$ cat src/rtl/core/ffec_pkg.sv
// Package for the four-floor elevator controller: phase codes, trip table,
// register indexes and relay helpers. No dependencies.
`default_nettype none

package ffec_pkg;

  typedef enum logic [2:0] {
    PH_IDLE      = 3'd0,
    PH_OPEN_SHUT = 3'd1,
    PH_OPEN_ONLY = 3'd2,
    PH_SHUT_WAIT = 3'd3,
    PH_RUN       = 3'd4,
    PH_SETTLE    = 3'd5,
    PH_ARRIVE    = 3'd6,
    PH_SPARE     = 3'd7
  } phase_e;

  typedef enum logic [1:0] {
    LIM_NONE  = 2'd0,
    LIM_LOWER = 2'd1,
    LIM_UPPER = 2'd2
  } lim_e;

  localparam logic [2:0] CFG_TIMEOUT    = 3'd0;
  localparam logic [2:0] CFG_SETTLE     = 3'd1;
  localparam logic [2:0] CFG_DOOR_SHORT = 3'd2;
  localparam logic [2:0] CFG_DOOR_LONG  = 3'd3;
  localparam logic [2:0] CFG_CLOSE_HOLD = 3'd4;

  localparam logic [7:0] CH_FLOOR0 = 8'h31;
  localparam logic [7:0] CH_FLOOR3 = 8'h34;
  localparam logic [7:0] CH_TICK   = 8'h74; // 't'
  localparam logic [7:0] CH_UPPER  = 8'h7a; // 'z'
  localparam logic [7:0] CH_LOWER  = 8'h78; // 'x'

  typedef struct packed {
    logic [1:0] origin;
    logic [1:0] dest;
    logic       up;
    logic [4:0] hi;
    logic [4:0] lo;
    logic [4:0] stop;
    lim_e       lim;
    logic [7:0] start;
    logic [7:0] pre;
    logic       gate;
  } trip_t;

  // Relay bits
  typedef struct packed {
    logic door;
    logic slow;
    logic fast;
    logic down;
    logic up;
  } relay_t;

  function automatic trip_t trip_entry(input logic [3:0] idx);
    trip_t t;
    t = '{2'd0, 2'd1, 1'b1, 5'd2, 5'd4, 5'd6, LIM_NONE, 8'h75, 8'h00, 1'b0};
    case (idx)
      4'd0: t = '{2'd0, 2'd1, 1'b1, 5'd2, 5'd4,  5'd6,  LIM_NONE,  8'h75, 8'h00, 1'b0};
      4'd1: t = '{2'd0, 2'd2, 1'b1, 5'd0, 5'd10, 5'd12, LIM_NONE,  8'h69, 8'h00, 1'b0};
      4'd2: t = '{2'd0, 2'd3, 1'b1, 5'd0, 5'd16, 5'd18, LIM_UPPER, 8'h6f, 8'h00, 1'b0};
      4'd3: t = '{2'd1, 2'd0, 1'b0, 5'd2, 5'd4,  5'd6,  LIM_LOWER, 8'h00, 8'h73, 1'b0};
      4'd4: t = '{2'd1, 2'd2, 1'b1, 5'd0, 5'd4,  5'd6,  LIM_NONE,  8'h71, 8'h00, 1'b0};
      4'd5: t = '{2'd1, 2'd3, 1'b1, 5'd0, 5'd10, 5'd12, LIM_UPPER, 8'h70, 8'h00, 1'b0};
      4'd6: t = '{2'd2, 2'd0, 1'b0, 5'd0, 5'd10, 5'd12, LIM_LOWER, 8'h6b, 8'h00, 1'b0};
      4'd7: t = '{2'd2, 2'd1, 1'b0, 5'd0, 5'd4,  5'd6,  LIM_NONE,  8'h6a, 8'h00, 1'b0};
      4'd8: t = '{2'd2, 2'd3, 1'b1, 5'd0, 5'd4,  5'd6,  LIM_UPPER, 8'h6c, 8'h00, 1'b0};
      4'd9: t = '{2'd3, 2'd0, 1'b0, 5'd0, 5'd16, 5'd18, LIM_LOWER, 8'h76, 8'h00, 1'b0};
      4'd10: t = '{2'd3, 2'd1, 1'b0, 5'd0, 5'd10, 5'd12, LIM_NONE, 8'h6d, 8'h00, 1'b1};
      4'd11: t = '{2'd3, 2'd2, 1'b0, 5'd0, 5'd4,  5'd6,  LIM_NONE, 8'h6e, 8'h00, 1'b0};
      default: ;
    endcase
    return t;
  endfunction

  // floor_state code of the trip from floor f to floor g (f != g)
  function automatic logic [4:0] trip_code(input logic [1:0] f, input logic [1:0] g);
    logic [4:0] c;
    c = 5'd0;
    case ({f, g})
      4'b0001: c = 5'd4;
      4'b0010: c = 5'd5;
      4'b0011: c = 5'd6;
      4'b0100: c = 5'd7;
      4'b0110: c = 5'd8;
      4'b0111: c = 5'd9;
      4'b1000: c = 5'd10;
      4'b1001: c = 5'd11;
      4'b1011: c = 5'd12;
      4'b1100: c = 5'd13;
      4'b1101: c = 5'd14;
      4'b1110: c = 5'd15;
      default: c = {3'b000, f};
    endcase
    return c;
  endfunction

  function automatic logic [7:0] arrive_char(input logic [1:0] f);
    return 8'h43 + {6'd0, f};
  endfunction

endpackage

`default_nettype wire

$ cat src/rtl/core/four_floor_elevator_controller_unit.sv
// Elevator controller, 1 ms tick per input transfer. Latency: state is
// updated at the input transfer; results appear the next cycle, 1 to 3
// result transfers per tick. Throughput: one tick per cycle when each tick
// yields one result and output is taken every cycle; a tick with several status
// characters holds the output until the last is taken. Reset (async, active
// low) restores the ground-floor idle state and the register defaults.
`default_nettype none

module four_floor_elevator_controller_unit (
  input  wire logic        clk_i,
  input  wire logic        rst_ni,
  // configuration write
  input  wire logic        cfg_valid_i,
  output      logic        cfg_ready_o,
  input  wire logic [2:0]  cfg_index_i,
  input  wire logic [15:0] cfg_data_i,
  // tick input
  input  wire logic        in_valid_i,
  output      logic        in_ready_o,
  input  wire logic        uart_valid_i,
  input  wire logic [7:0]  uart_byte_i,
  input  wire logic [3:0]  call_buttons_i,
  input  wire logic        door_open_button_i,
  input  wire logic        door_close_button_i,
  input  wire logic        technician_mode_i,
  input  wire logic        manual_down_i,
  input  wire logic        manual_up_i,
  input  wire logic        position_sensor_i,
  input  wire logic        upper_limit_i,
  input  wire logic        lower_limit_i,
  // results
  output      logic        out_valid_o,
  input  wire logic        out_ready_i,
  output      logic        motor_up_o,
  output      logic        motor_down_o,
  output      logic        fast_speed_o,
  output      logic        slow_speed_o,
  output      logic        door_open_o,
  output      logic [1:0]  floor_shown_o,
  output      logic        fault_o,
  output      logic        report_valid_o,
  output      logic [7:0]  report_char_o,
  output      logic        last_report_o
);

  // configuration registers
  logic [15:0] timeout_q;
  logic [7:0]  settle_q;
  logic [12:0] door_short_q, door_long_q, close_hold_q;

  assign cfg_ready_o = 1'b1;

  always_ff @(posedge clk_i or negedge rst_ni) begin
    if (!rst_ni) begin
      timeout_q    <= 16'd15000;
      settle_q     <= 8'd40;
      door_short_q <= 13'd1000;
      door_long_q  <= 13'd2000;
      close_hold_q <= 13'd5000;
    end else if (cfg_valid_i) begin
      case (cfg_index_i)
        ffec_pkg::CFG_TIMEOUT:    timeout_q    <= cfg_data_i;
        ffec_pkg::CFG_SETTLE:     settle_q     <= cfg_data_i[7:0];
        ffec_pkg::CFG_DOOR_SHORT: door_short_q <= cfg_data_i[12:0];
        ffec_pkg::CFG_DOOR_LONG:  door_long_q  <= cfg_data_i[12:0];
        ffec_pkg::CFG_CLOSE_HOLD: close_hold_q <= cfg_data_i[12:0];
        default: ;
      endcase
    end
  end

  // controller state
  logic [4:0]  floor_q, floor_d;
  logic [1:0]  manual_q, manual_d;
  ffec_pkg::phase_e phase_q, phase_d;
  logic [12:0] timer_q, timer_d;
  logic [15:0] elapsed_q, elapsed_d;
  logic [4:0]  edges_q, edges_d;
  logic        prev_q, prev_d;
  logic        primed_q;
  logic        fault_q, fault_d;
  ffec_pkg::relay_t relay_q, relay_d;

  // output register: up to three characters queued
  logic [7:0] rep_q [3];
  logic [1:0] nrep_q, idx_q;
  logic [7:0] rep_d [3];
  logic [1:0] nrep_d;
  logic       ovalid_q;

  logic accept;
  logic out_last;
  assign out_last   = (nrep_q == 2'd0) || (idx_q == nrep_q - 2'd1);
  assign in_ready_o = !ovalid_q || (out_ready_i && out_last);
  assign accept     = in_valid_i && in_ready_o;

  // one tick of control
  always_comb begin
    logic [4:0]  fs;
    logic        trip_ok;
    ffec_pkg::trip_t t;
    logic        sens, prev_eff, done, cnt;
    logic [12:0] tdec;
    logic [16:0] sum;
    logic [1:0]  f, tgt;
    logic        has_tgt;
    logic [12:0] hold;
    logic [4:0]  ne;

    fs = (floor_q > 5'd15) ? 5'd0 : floor_q;
    trip_ok = fs >= 5'd4;
    t = ffec_pkg::trip_entry(trip_ok ? 4'(fs - 5'd4) : 4'd0);
    sens = position_sensor_i;
    prev_eff = primed_q ? prev_q : sens;
    tdec = (timer_q != 13'd0) ? timer_q - 13'd1 : 13'd0;
    done = (tdec == 13'd0);
    f = fs[1:0];
    hold = (f == 2'd1) ? door_short_q : door_long_q;
    tgt = 2'd0;
    has_tgt = 1'b0;
    cnt = 1'b0;
    ne = edges_q;
    sum = 17'd0;

    floor_d = fs;
    manual_d = manual_q;
    phase_d = phase_q;
    timer_d = timer_q;
    elapsed_d = elapsed_q;
    edges_d = edges_q;
    prev_d = prev_eff;
    fault_d = fault_q;
    relay_d = relay_q;
    nrep_d = 2'd0;
    for (int i = 0; i < 3; i++) rep_d[i] = 8'd0;

    case (phase_q)
      ffec_pkg::PH_OPEN_SHUT: begin
        timer_d = tdec;
        if (done) begin
          relay_d.door = 1'b0;
          phase_d = ffec_pkg::PH_SHUT_WAIT;
          timer_d = (fs == 5'd1) ? door_short_q : door_long_q;
        end
      end
      ffec_pkg::PH_OPEN_ONLY: begin
        timer_d = tdec;
        if (done) begin
          relay_d.door = 1'b0;
          phase_d = ffec_pkg::PH_IDLE;
        end
      end
      ffec_pkg::PH_SHUT_WAIT: begin
        timer_d = tdec;
        if (done) phase_d = ffec_pkg::PH_IDLE;
      end
      ffec_pkg::PH_ARRIVE: begin
        timer_d = tdec;
        if (done) begin
          relay_d.door = 1'b0;
          rep_d[0] = ffec_pkg::arrive_char(f);
          nrep_d = 2'd1;
          phase_d = ffec_pkg::PH_IDLE;
        end
      end
      ffec_pkg::PH_RUN: begin
        if (!trip_ok) begin
          phase_d = ffec_pkg::PH_IDLE;
        end else if (sens != prev_eff) begin
          sum = {1'b0, elapsed_q} + {9'd0, settle_q};
          elapsed_d = sum[16] ? 16'hffff : sum[15:0];
          phase_d = ffec_pkg::PH_SETTLE;
          timer_d = {5'd0, settle_q};
        end else if (elapsed_q >= timeout_q) begin
          relay_d = '{door: relay_q.door, default: 1'b0};
          fault_d = 1'b1;
          floor_d = {3'd0, t.origin};
          phase_d = ffec_pkg::PH_IDLE;
        end else begin
          elapsed_d = (elapsed_q == 16'hffff) ? elapsed_q : elapsed_q + 16'd1;
        end
      end
      ffec_pkg::PH_SETTLE: begin
        if (!trip_ok) begin
          phase_d = ffec_pkg::PH_IDLE;
        end else begin
          timer_d = tdec;
          if (done) begin
            cnt = (sens != prev_eff);
            if (cnt && t.gate && upper_limit_i) begin
              rep_d[0] = ffec_pkg::CH_UPPER;
              nrep_d = 2'd1;
              cnt = 1'b0;
            end
            prev_d = sens;
            phase_d = ffec_pkg::PH_RUN;
            if (cnt) begin
              ne = (edges_q < 5'd31) ? edges_q + 5'd1 : edges_q;
              edges_d = ne;
              rep_d[0] = ffec_pkg::CH_TICK;
              nrep_d = 2'd1;
              if (ne == t.hi) begin relay_d.fast = 1'b1; relay_d.slow = 1'b0; end
              if (ne == t.lo) begin relay_d.fast = 1'b0; relay_d.slow = 1'b1; end
              if (ne == t.stop &&
                  !(t.lim == ffec_pkg::LIM_UPPER && !upper_limit_i) &&
                  !(t.lim == ffec_pkg::LIM_LOWER && !lower_limit_i)) begin
                if (t.lim == ffec_pkg::LIM_UPPER) begin
                  rep_d[1] = ffec_pkg::CH_UPPER;
                  nrep_d = 2'd2;
                end else if (t.lim == ffec_pkg::LIM_LOWER) begin
                  rep_d[1] = ffec_pkg::CH_LOWER;
                  nrep_d = 2'd2;
                end
                if (t.pre != 8'd0) begin
                  rep_d[nrep_d] = t.pre;
                  nrep_d = nrep_d + 2'd1;
                end
                relay_d = '{door: 1'b1, default: 1'b0};
                floor_d = {3'd0, t.dest};
                phase_d = ffec_pkg::PH_ARRIVE;
                timer_d = door_short_q;
              end
            end
          end
        end
      end
      default: begin
        phase_d = ffec_pkg::PH_IDLE;
        if (technician_mode_i) begin
          relay_d.door = 1'b0;
          if (manual_q == 2'd1 || manual_q == 2'd2) begin
            fault_d = 1'b0;
            relay_d.fast = 1'b0;
            relay_d.slow = 1'b1;
            relay_d.up   = (manual_q == 2'd1);
            relay_d.down = (manual_q == 2'd2);
          end else begin
            relay_d = '0;
          end
          if (!manual_down_i && manual_up_i)      manual_d = 2'd1;
          else if (manual_down_i && !manual_up_i) manual_d = 2'd2;
          else                                    manual_d = 2'd3;
        end else if (!trip_ok) begin
          if (uart_valid_i) begin
            if (uart_byte_i >= ffec_pkg::CH_FLOOR0 && uart_byte_i <= ffec_pkg::CH_FLOOR3) begin
              has_tgt = 1'b1;
              tgt = 2'(uart_byte_i - ffec_pkg::CH_FLOOR0);
            end
          end else if ($onehot(call_buttons_i)) begin
            has_tgt = 1'b1;
            tgt = call_buttons_i[1] ? 2'd1 : call_buttons_i[2] ? 2'd2 :
                  call_buttons_i[3] ? 2'd3 : 2'd0;
          end else if (door_open_button_i) begin
            relay_d.door = 1'b1;
            phase_d = (f == 2'd3) ? ffec_pkg::PH_OPEN_ONLY : ffec_pkg::PH_OPEN_SHUT;
            timer_d = hold;
          end else if (door_close_button_i) begin
            relay_d.door = 1'b0;
            phase_d = ffec_pkg::PH_SHUT_WAIT;
            timer_d = close_hold_q;
          end
          if (has_tgt) begin
            if (tgt == f) begin
              relay_d.door = 1'b1;
              phase_d = (f <= 2'd1) ? ffec_pkg::PH_OPEN_SHUT : ffec_pkg::PH_OPEN_ONLY;
              timer_d = hold;
            end else begin
              floor_d = ffec_pkg::trip_code(f, tgt);
            end
          end
        end else begin
          fault_d = 1'b0;
          relay_d.up   = t.up;
          relay_d.down = !t.up;
          relay_d.fast = 1'b1;
          relay_d.slow = 1'b0;
          if (t.start != 8'd0) begin
            rep_d[0] = t.start;
            nrep_d = 2'd1;
          end
          edges_d = 5'd0;
          elapsed_d = 16'd0;
          phase_d = ffec_pkg::PH_RUN;
        end
      end
    endcase
  end

  // state registers
  always_ff @(posedge clk_i or negedge rst_ni) begin
    if (!rst_ni) begin
      floor_q   <= 5'd0;
      manual_q  <= 2'd0;
      phase_q   <= ffec_pkg::PH_IDLE;
      timer_q   <= 13'd0;
      elapsed_q <= 16'd0;
      edges_q   <= 5'd0;
      prev_q    <= 1'b0;
      primed_q  <= 1'b0;
      fault_q   <= 1'b0;
      relay_q   <= '0;
    end else if (accept) begin
      floor_q   <= floor_d;
      manual_q  <= manual_d;
      phase_q   <= phase_d;
      timer_q   <= timer_d;
      elapsed_q <= elapsed_d;
      edges_q   <= edges_d;
      prev_q    <= prev_d;
      primed_q  <= 1'b1;
      fault_q   <= fault_d;
      relay_q   <= relay_d;
    end
  end

  // result register and character index
  always_ff @(posedge clk_i or negedge rst_ni) begin
    if (!rst_ni) begin
      ovalid_q <= 1'b0;
      nrep_q   <= 2'd0;
      idx_q    <= 2'd0;
    end else if (accept) begin
      ovalid_q <= 1'b1;
      nrep_q   <= nrep_d;
      idx_q    <= 2'd0;
    end else if (ovalid_q && out_ready_i) begin
      if (out_last) ovalid_q <= 1'b0;
      else          idx_q <= idx_q + 2'd1;
    end
  end

  always_ff @(posedge clk_i) begin
    if (accept) begin
      for (int i = 0; i < 3; i++) rep_q[i] <= rep_d[i];
    end
  end

  logic [1:0] shown;
  always_comb begin
    ffec_pkg::trip_t ts;
    ts = ffec_pkg::trip_entry(4'(floor_q - 5'd4));
    if (floor_q < 5'd4)       shown = floor_q[1:0];
    else if (floor_q <= 5'd15) shown = ts.origin;
    else                      shown = 2'd0;
  end

  assign out_valid_o    = ovalid_q;
  assign motor_up_o     = relay_q.up;
  assign motor_down_o   = relay_q.down;
  assign fast_speed_o   = relay_q.fast;
  assign slow_speed_o   = relay_q.slow;
  assign door_open_o    = relay_q.door;
  assign floor_shown_o  = shown;
  assign fault_o        = fault_q;
  assign report_valid_o = (nrep_q != 2'd0);
  assign report_char_o  = (nrep_q != 2'd0) ? rep_q[idx_q] : 8'd0;
  assign last_report_o  = out_last;

endmodule

`default_nettype wire

$ cat config.mk
export PLATFORM = sky130hd
export DESIGN_NAME = four_floor_elevator_controller_unit
export DESIGN_NICKNAME = d
export VERILOG_FILES = /design/src/rtl/core/ffec_pkg.sv /design/src/rtl/core/four_floor_elevator_controller_unit.sv
export SDC_FILE = /design/constraint.sdc
export NUM_CORES = 1
export LEC_CHECK = 0
export BUFFER_PORTS_ARGS = -buffer_cell sky130_fd_sc_hd__buf_2
export CAP_MARGIN = 20
export CORE_UTILIZATION = 62
export DETAILED_ROUTE_END_ITERATION = 8
export GPL_ROUTABILITY_DRIVEN = 0
export GPL_TIMING_DRIVEN = 1
export HOLD_SLACK_MARGIN = 0.02
export PLACE_DENSITY = 0.89
export SLEW_MARGIN = 25
export SYNTH_ARGS = -nofsm -noshare
export SYNTH_HDL_FRONTEND = slang
export SYNTH_SLANG_ARGS = --single-unit
$ cat constraint.sdc
create_clock -name clk_i -period 5.2 [get_ports clk_i]
set_input_delay 0.52 -clock clk_i [delete_from_list [all_inputs] [get_ports clk_i]]
set_output_delay 0.52 -clock clk_i [all_outputs]
set_load 0.01 [all_outputs]
* Yosys cells after proc, flatten, opt, wreduce, memory -nomap -nowiden
Memory sizes are Yosys's and may differ from the RTL's.
Index checks and enable logic that the tools add are counted.
** Cells by class
- Order comparisons :: 11
- Reduce and logical (&&, ||, !) cells :: 57
- Equal/unequal tests :: 82
- Bitwise logic cells :: 7
- Add/sub/neg operators :: 14
- Muxes and demuxes :: 176
** Operator list (number)
- 39-bit case mux with 11 select lines :: 2
- 13-bit 2-to-1 mux :: 18
- 16-bit 2-to-1 mux :: 8
- 5-bit 2-to-1 mux :: 25
- 24-bit 2-to-1 mux :: 5
- 8-bit 2-to-1 mux :: 11
- 2-bit 2-to-1 mux :: 39
- 4-bit equality test, second input constant :: 14
- 13-bit case mux with 4 select lines :: 1
- 4-bit case mux with 12 select lines :: 1
- 4-bit by 3-bit equality test with 1-bit output, second input constant :: 11
- 1-bit 2-to-1 mux :: 37
- 3-bit 2-to-1 mux :: 11
- 16-bit case mux with 2 select lines :: 1
- 24-bit bitwise mux :: 1
- 4-bit by 2-bit equality test with 1-bit output, second input constant :: 6
- 8-bit case mux with 3 select lines :: 1
- 7-bit 2-to-1 mux :: 3
- 2-bit != test, second input constant :: 10
- 10-bit AND reduction :: 2
- 6-bit AND reduction :: 3
- 16-bit by 8-bit adder with 17-bit output :: 1
- 16-bit by 1-bit adder with 16-bit output, second input constant :: 1
- 8-bit demux with 2-bit select :: 1
- other kinds (64) :: 134
** Storage, ports and cells
- Bits in registers :: 120
- Memories kept :: 1
- Logic and storage cells :: 370
- Input port bits :: 45
- Output and inout bits :: 21
- Bits in writable memories :: 24
** Memory list
- rep_q :: depth 3, bits a word 8, read ports 1, clocked after Yosys merged registers in 0, write ports 3, RTL line four_floor_elevator_controller_unit.sv:85 : logic [7:0] rep_q [3];

* Depth between registers and ports, before layout
- Word-level depth :: 28
- Gate-level depth with buffers :: 18
- Depth with buffers taken out :: 15

* Worst setup path after synthesis
No wires, ideal clock.
- Path type :: input to register
- From :: in call_buttons_i[0]
- To :: reg timer_q[4]
- Library setup time :: 126 ps
- Required time :: 5074 ps
- Path buffers :: 0
- Arrival time :: 3838 ps
- Setup slack :: 1236 ps
- Stages :: 14
- Cells stage by stage :: inv_1 > fa_1 > inv_1 > ha_1 > ha_1 > or4b_4 > o32a_1 > a21oi_2 > nand4_2 > nand2_2 > nor2_1 > a2111oi_0 > o21ai_1 > o32a_1
** On the way
- Longest elaborated chain between the ends :: 14
- Elaborated cells between the ends (all ways) :: 21
- Those cells by class :: add/sub (2); eq/ne (2); mux (17)
** RTL lines
- start, declared :: RTL line four_floor_elevator_controller_unit.sv:22 : input wire logic [3:0] call_buttons_i,
- 1-bit by 1-bit adder with 2-bit output (implied by the code) (*) :: RTL line four_floor_elevator_controller_unit.sv:249 : end else if ($onehot(call_buttons_i)) begin
- 2-bit by 2-bit adder with 3-bit output (implied by the code) (*) :: RTL line four_floor_elevator_controller_unit.sv:249
- 3-bit by 1-bit equality test with 1-bit output (*) :: RTL line four_floor_elevator_controller_unit.sv:249
- 2-bit 2-to-1 mux :: RTL line four_floor_elevator_controller_unit.sv:249
- 2-bit 2-to-1 mux :: RTL line four_floor_elevator_controller_unit.sv:244 : if (uart_valid_i) begin
- 2-bit 2-to-1 mux :: RTL line four_floor_elevator_controller_unit.sv:243 : end else if (!trip_ok) begin
- 2-bit 2-to-1 mux :: RTL line four_floor_elevator_controller_unit.sv:229 : if (technician_mode_i) begin
- 2-bit 2-to-1 mux :: RTL line four_floor_elevator_controller_unit.sv:137 : case (phase_q)
- 2-bit equality test :: RTL line four_floor_elevator_controller_unit.sv:263 : if (tgt == f) begin
- 13-bit 2-to-1 mux :: RTL line four_floor_elevator_controller_unit.sv:263
- 13-bit 2-to-1 mux (*) :: RTL line four_floor_elevator_controller_unit.sv:262 : if (has_tgt) begin
- 13-bit 2-to-1 mux (*) :: RTL line four_floor_elevator_controller_unit.sv:243
- 13-bit 2-to-1 mux (*) :: RTL line four_floor_elevator_controller_unit.sv:229
- 13-bit case mux with 4 select lines (*) :: RTL line four_floor_elevator_controller_unit.sv:137
- end signal, assigned :: RTL line four_floor_elevator_controller_unit.sv:306 : timer_q <= timer_d;
- end, declared :: RTL line four_floor_elevator_controller_unit.sv:76 : logic [12:0] timer_q, timer_d;
Every way passes the cells marked *; elsewhere a longest branch is shown, timed or not. The select of a mux whose other input is x is not followed.
A chain may end at the register's enable or synchronous reset.

* Final worst setup path
- From :: reg floor_q[4]
- To :: reg relay_q (netlist bit motor_up_o)
** On the way
- Longest elaborated chain between the ends :: 14
- Elaborated cells between the ends (all ways) :: 41
- Those cells by class :: add/sub (1); order compare (2); eq/ne (18); mux (10); reduce/logical (10)
** RTL lines
- start, declared :: RTL line four_floor_elevator_controller_unit.sv:73 : logic [4:0] floor_q, floor_d;
- start signal, assigned :: RTL line four_floor_elevator_controller_unit.sv:303 : floor_q <= floor_d;
- 5-bit by 4-bit > comparator with 1-bit output :: RTL line four_floor_elevator_controller_unit.sv:110 : fs = (floor_q > 5'd15) ? 5'd0 : floor_q;
- 5-bit 2-to-1 mux (*) :: RTL line four_floor_elevator_controller_unit.sv:110
- 4-bit by 3-bit subtractor with 4-bit output / 5-bit by 3-bit greater-or-equal comparator with 1-bit output (equally long branches) :: RTL line four_floor_elevator_controller_unit.sv:112, four_floor_elevator_controller_unit.sv:111
- 4-bit 2-to-1 mux :: RTL line four_floor_elevator_controller_unit.sv:112 : t = ffec_pkg::trip_entry(trip_ok ? 4'(fs - 5'd4) : 4'd0);
- 4-bit equality test, or another cell as far along :: RTL line ffec_pkg.sv:61 : case (idx)
- 39-bit case mux with 11 select lines :: RTL line ffec_pkg.sv:61
- 1-bit logical AND (2 in a row) :: RTL line four_floor_elevator_controller_unit.sv:190 : if (cnt && t.gate && upper_limit_i) begin
- 1-bit 2-to-1 mux :: RTL line four_floor_elevator_controller_unit.sv:190
- 1-bit 2-to-1 mux :: RTL line four_floor_elevator_controller_unit.sv:188 : if (done) begin
- 1-bit 2-to-1 mux :: RTL line four_floor_elevator_controller_unit.sv:184 : if (!trip_ok) begin
- 1-bit 2-to-1 mux :: RTL line four_floor_elevator_controller_unit.sv:137
- 2-bit != test (no line)
- 10-bit AND reduction (no line)
- end signal, assigned :: RTL line four_floor_elevator_controller_unit.sv:312 : relay_q <= relay_d;
- end, declared :: RTL line four_floor_elevator_controller_unit.sv:82 : ffec_pkg::relay_t relay_q, relay_d;
Marks and branches as above.

==> impl_metrics.csv <==
group,metric,value,unit
floorplan,io-pin-count,66,
global_routing,grt_first_pass_wirelength,47.1,mm
timing,max_slew_margin,0.355,
global_routing,use_met3,0.0861,
setup_path,crit_fanout,13,
clock_network,clk_pin_slew,0.06,ns
timing,finClkSkew,0.0176,ns
logic_synthesis,ys.flop_type,"dfrtp_1",
layout,fin_nets,1294,
logic_synthesis,seq_area_frac_synth,0.335,
clock_network,postCtsSetupBuffers,0,
routing,drt-pass1-iter-count,7,
pwr,power_density,346,mW/mm^2
floorplan,fp.dieH,130,um
logic_synthesis,yosysWarnings,0,
floorplan,die_w,130,um
worst_hold_path,hp-class,"in -> async",
routing,routed_wl,29.0,mm
global_routing,grt_usage,0.363,
clock_network,cts_resized,0,
logic_synthesis,synth_cells,1172,
timing,finalSetupViolations,0,
global_routing,met2_usage,0.575,
logic_synthesis,async_flop_share,0.909,
timing,period_share,0.857,
logic_synthesis,ys_ff_latch,132,
layout,syn_to_final_growth,9.59,%
placed_design,port_buffers,63,
global_routing,gr-total-overflow,0,
routing,routedWlPerCell,20.3,um
global_routing,grt_max_degree,77,
global_routing,grt_pass1_vias,9329,
routing,ant_nets,0,
pwr,p_leak,4.64,nW
setup_path,cp-end-kind,"flip-flop",
clock_network,clk_path_buf_depth,2,
logic_synthesis,synth_cell_types,92,
layout,drive_gt1_frac,0.194,
routing,drc_errors,0,
logic_synthesis,syn_area,0.0101,sq mm
pwr,ir_drop,261,uV
layout,diodes,0,
setup_path,worstPathRequired,5.52,ns
setup_path,crit_type,"reg -> reg",
clock_network,clock_latency,0.44,ns
global_routing,grt-busiest-layer,"met2",
layout,fillers,1224,
timing,setup_tns,0,ns
routing,first_iter_violations,1149,
status,status,"finished, final reports clean",
timing,worstMarginPinSlew,0.963,ns
placed_design,hpwl,20.2,mm
timing,rsz0062_at_grt,"false",
timing,drv_slew,0,
layout,final_common_cell,"nand2_1",
floorplan,core,0.0159,sq mm
clock_network,clock-root-buffer,"clkbuf_16",
clock_network,tritoncts,"yes",
timing,period_needed,4.46,ns
setup_path,critPathLaunchType,"flip-flop",
clock_network,cts_max_level,4,
logic_synthesis,synth_area_per_cell,8.64,sq um
routing,vias,9762,
clock_network,hold_buffers,0,
floorplan,initial_core_util,0.637,
routing,viasPerCell,6.84,
global_routing,gr-usage-met1,0.457,
timing,fmax,224,MHz
placed_design,preCtsSetupSlack,0.785,ns
timing,hold_viol_final,0,
logic_synthesis,synth-edff-count,12,
clock_network,clock-sinks,132,
floorplan,die-area,0.0168,sq mm
layout,final_cell_mix,"nand2_1 (108), nor2_1 (98), a21oi_1 (95), dfrtp_1 (94), o21ai_0 (76)",
timing,fin_ws,0.742,ns
setup_path,worstPathArrival,4.77,ns
logic_synthesis,synth_nets,1267,
floorplan,fp-row-count,46,
global_routing,antenna_found_initial,0,
run,drv_cap,0,
clock_network,cts_buffers,17,
worst max-delay path, cell delays in order, from the launching register on:
cell and delay, ns:
dfrtp_1 0.53, nand3b_1 0.24, ha_1 0.40, inv_1 0.13, nor3_1 0.38, inv_1 0.24
nand3_1 0.12, nand2_1 0.09, ha_1 0.21, a222oi_1 0.39, nand4b_1 0.33, nor3_4 0.66
nor2_1 0.08, nor2_1 0.17, mux2_2 0.35
stage by stage:
step           instances  total power [mW]  hold WS [ns]   util  area, sq um
2_1_floorplan       1172              2.27         0.224      -        10100
3_3_place_gp        1396              2.57         0.488  0.662        10500
3_5_place_dp        1396              2.62         0.498  0.662        10500
4_1_cts             1428              3.81         0.275  0.698        11100
5_1_grt             1428              4.03         0.174  0.699        11100
6_report            1428              3.84         0.106  0.699        11100
state kept, by name, indices dropped and copies added, names as in the netlist, 2 cells and up:
name / flops
elapsed_q: 16
timeout_q: 16
close_hold_q: 13
door_long_q: 13
door_short_q: 13
timer_q: 13
rep_q: 12
settle_q: 8
edges_q: 5
floor_q: 5
phase_q: 3
idx_q: 2
manual_q: 2
nrep_q: 2
layout make-up:
class	instances	area, sq um	area share
clock buffers	19	453	0.0408
repair buffers	78	434	0.0391
inverters	62	233	0.0210
multi-input cells	908	6190	0.558
clock inverters	13	124	0.0112
flip-flops and latches	132	3400	0.306
well taps	216	270	0.0244
synthesized netlist by cell type (5+ instances only):
| master | count | area (sq um) |
|---|---|---|
| nand2b_1 | 18 | 113 |
| a2111oi_0 | 6 | 52.6 |
| inv_1 | 61 | 229 |
| a22oi_1 | 10 | 75.1 |
| nor3b_1 | 5 | 37.5 |
| clkbuf_1 | 48 | 180 |
| nand3_1 | 38 | 190 |
| nor4_1 | 11 | 68.8 |
| xnor2_1 | 12 | 105 |
| a21o_1 | 9 | 67.6 |
| o221ai_1 | 11 | 96.3 |
| and2_1 | 8 | 50.1 |
| mux2i_1 | 35 | 350 |
| o32a_1 | 6 | 60.1 |
| nand4_1 | 9 | 56.3 |
| and3_1 | 9 | 56.3 |
| dfrtp_1 | 94 | 2350 |
| nor2b_1 | 13 | 81.3 |
| buf_6 | 5 | 56.3 |
| nand2_1 | 108 | 405 |
| nor3_1 | 30 | 150 |
| ha_1 | 47 | 588 |
| o22a_1 | 5 | 43.8 |
| edfxtp_1 | 12 | 360 |
| o21ai_0 | 76 | 380 |
| nor2_1 | 98 | 368 |
| o211ai_1 | 8 | 60.1 |
| o2111ai_1 | 8 | 70.1 |
| or3_1 | 12 | 75.1 |
| o22ai_1 | 5 | 31.3 |
| mux2_2 | 61 | 687 |
| a21oi_1 | 95 | 475 |
| xor2_1 | 10 | 87.6 |
| a221oi_1 | 12 | 105 |
| o31ai_1 | 7 | 52.6 |
| o21a_1 | 5 | 37.5 |
| a31oi_1 | 16 | 100 |
| dfstp_2 | 26 | 683 |
| buf_2 | 8 | 40.0 |
| a22o_1 | 6 | 52.6 |
cell families after synthesis:
logic type / synth area share
AOI/OAI and AO/OA: 0.219
xor gates and xnor gates: 0.0190
adders and majority gates: 0.0640
buffers and inverters: 0.0552
DFF: 0.335
muxes: 0.108
other: 0.000742
and+or+nand+nor: 0.198
final timing paths:
path                               start  slack, ns             end  depth (start not counted)
max in group asynchronous         rst_ni       4.00    motor_down_o                          2
min in group clk_i         manual_down_i       0.28     manual_q[0]                          2
setup reg to reg              floor_q[4]       0.74      motor_up_o                         14
hold / removal                    rst_ni       0.11  door_long_q[5]                          1
setup / recovery              floor_q[4]       0.74      motor_up_o                         14
hold reg to reg            timeout_q[13]       0.51   timeout_q[13]                          2
power breakdown:
group	internal, mW	leakage, nW	switching [mW]
clock	0.688	0.277	0.499
combinational	0.491	2.83	0.684
sequential	1.25	1.53	0.225
metal layers:
metal	routed length (um)	vias up
met3	3020	149
met1	11300	4577
met2	13300	655
li1	-	4381
met4	1380	0
met5	0	-
No activity file was read; power rests on OpenSTA's default activity.
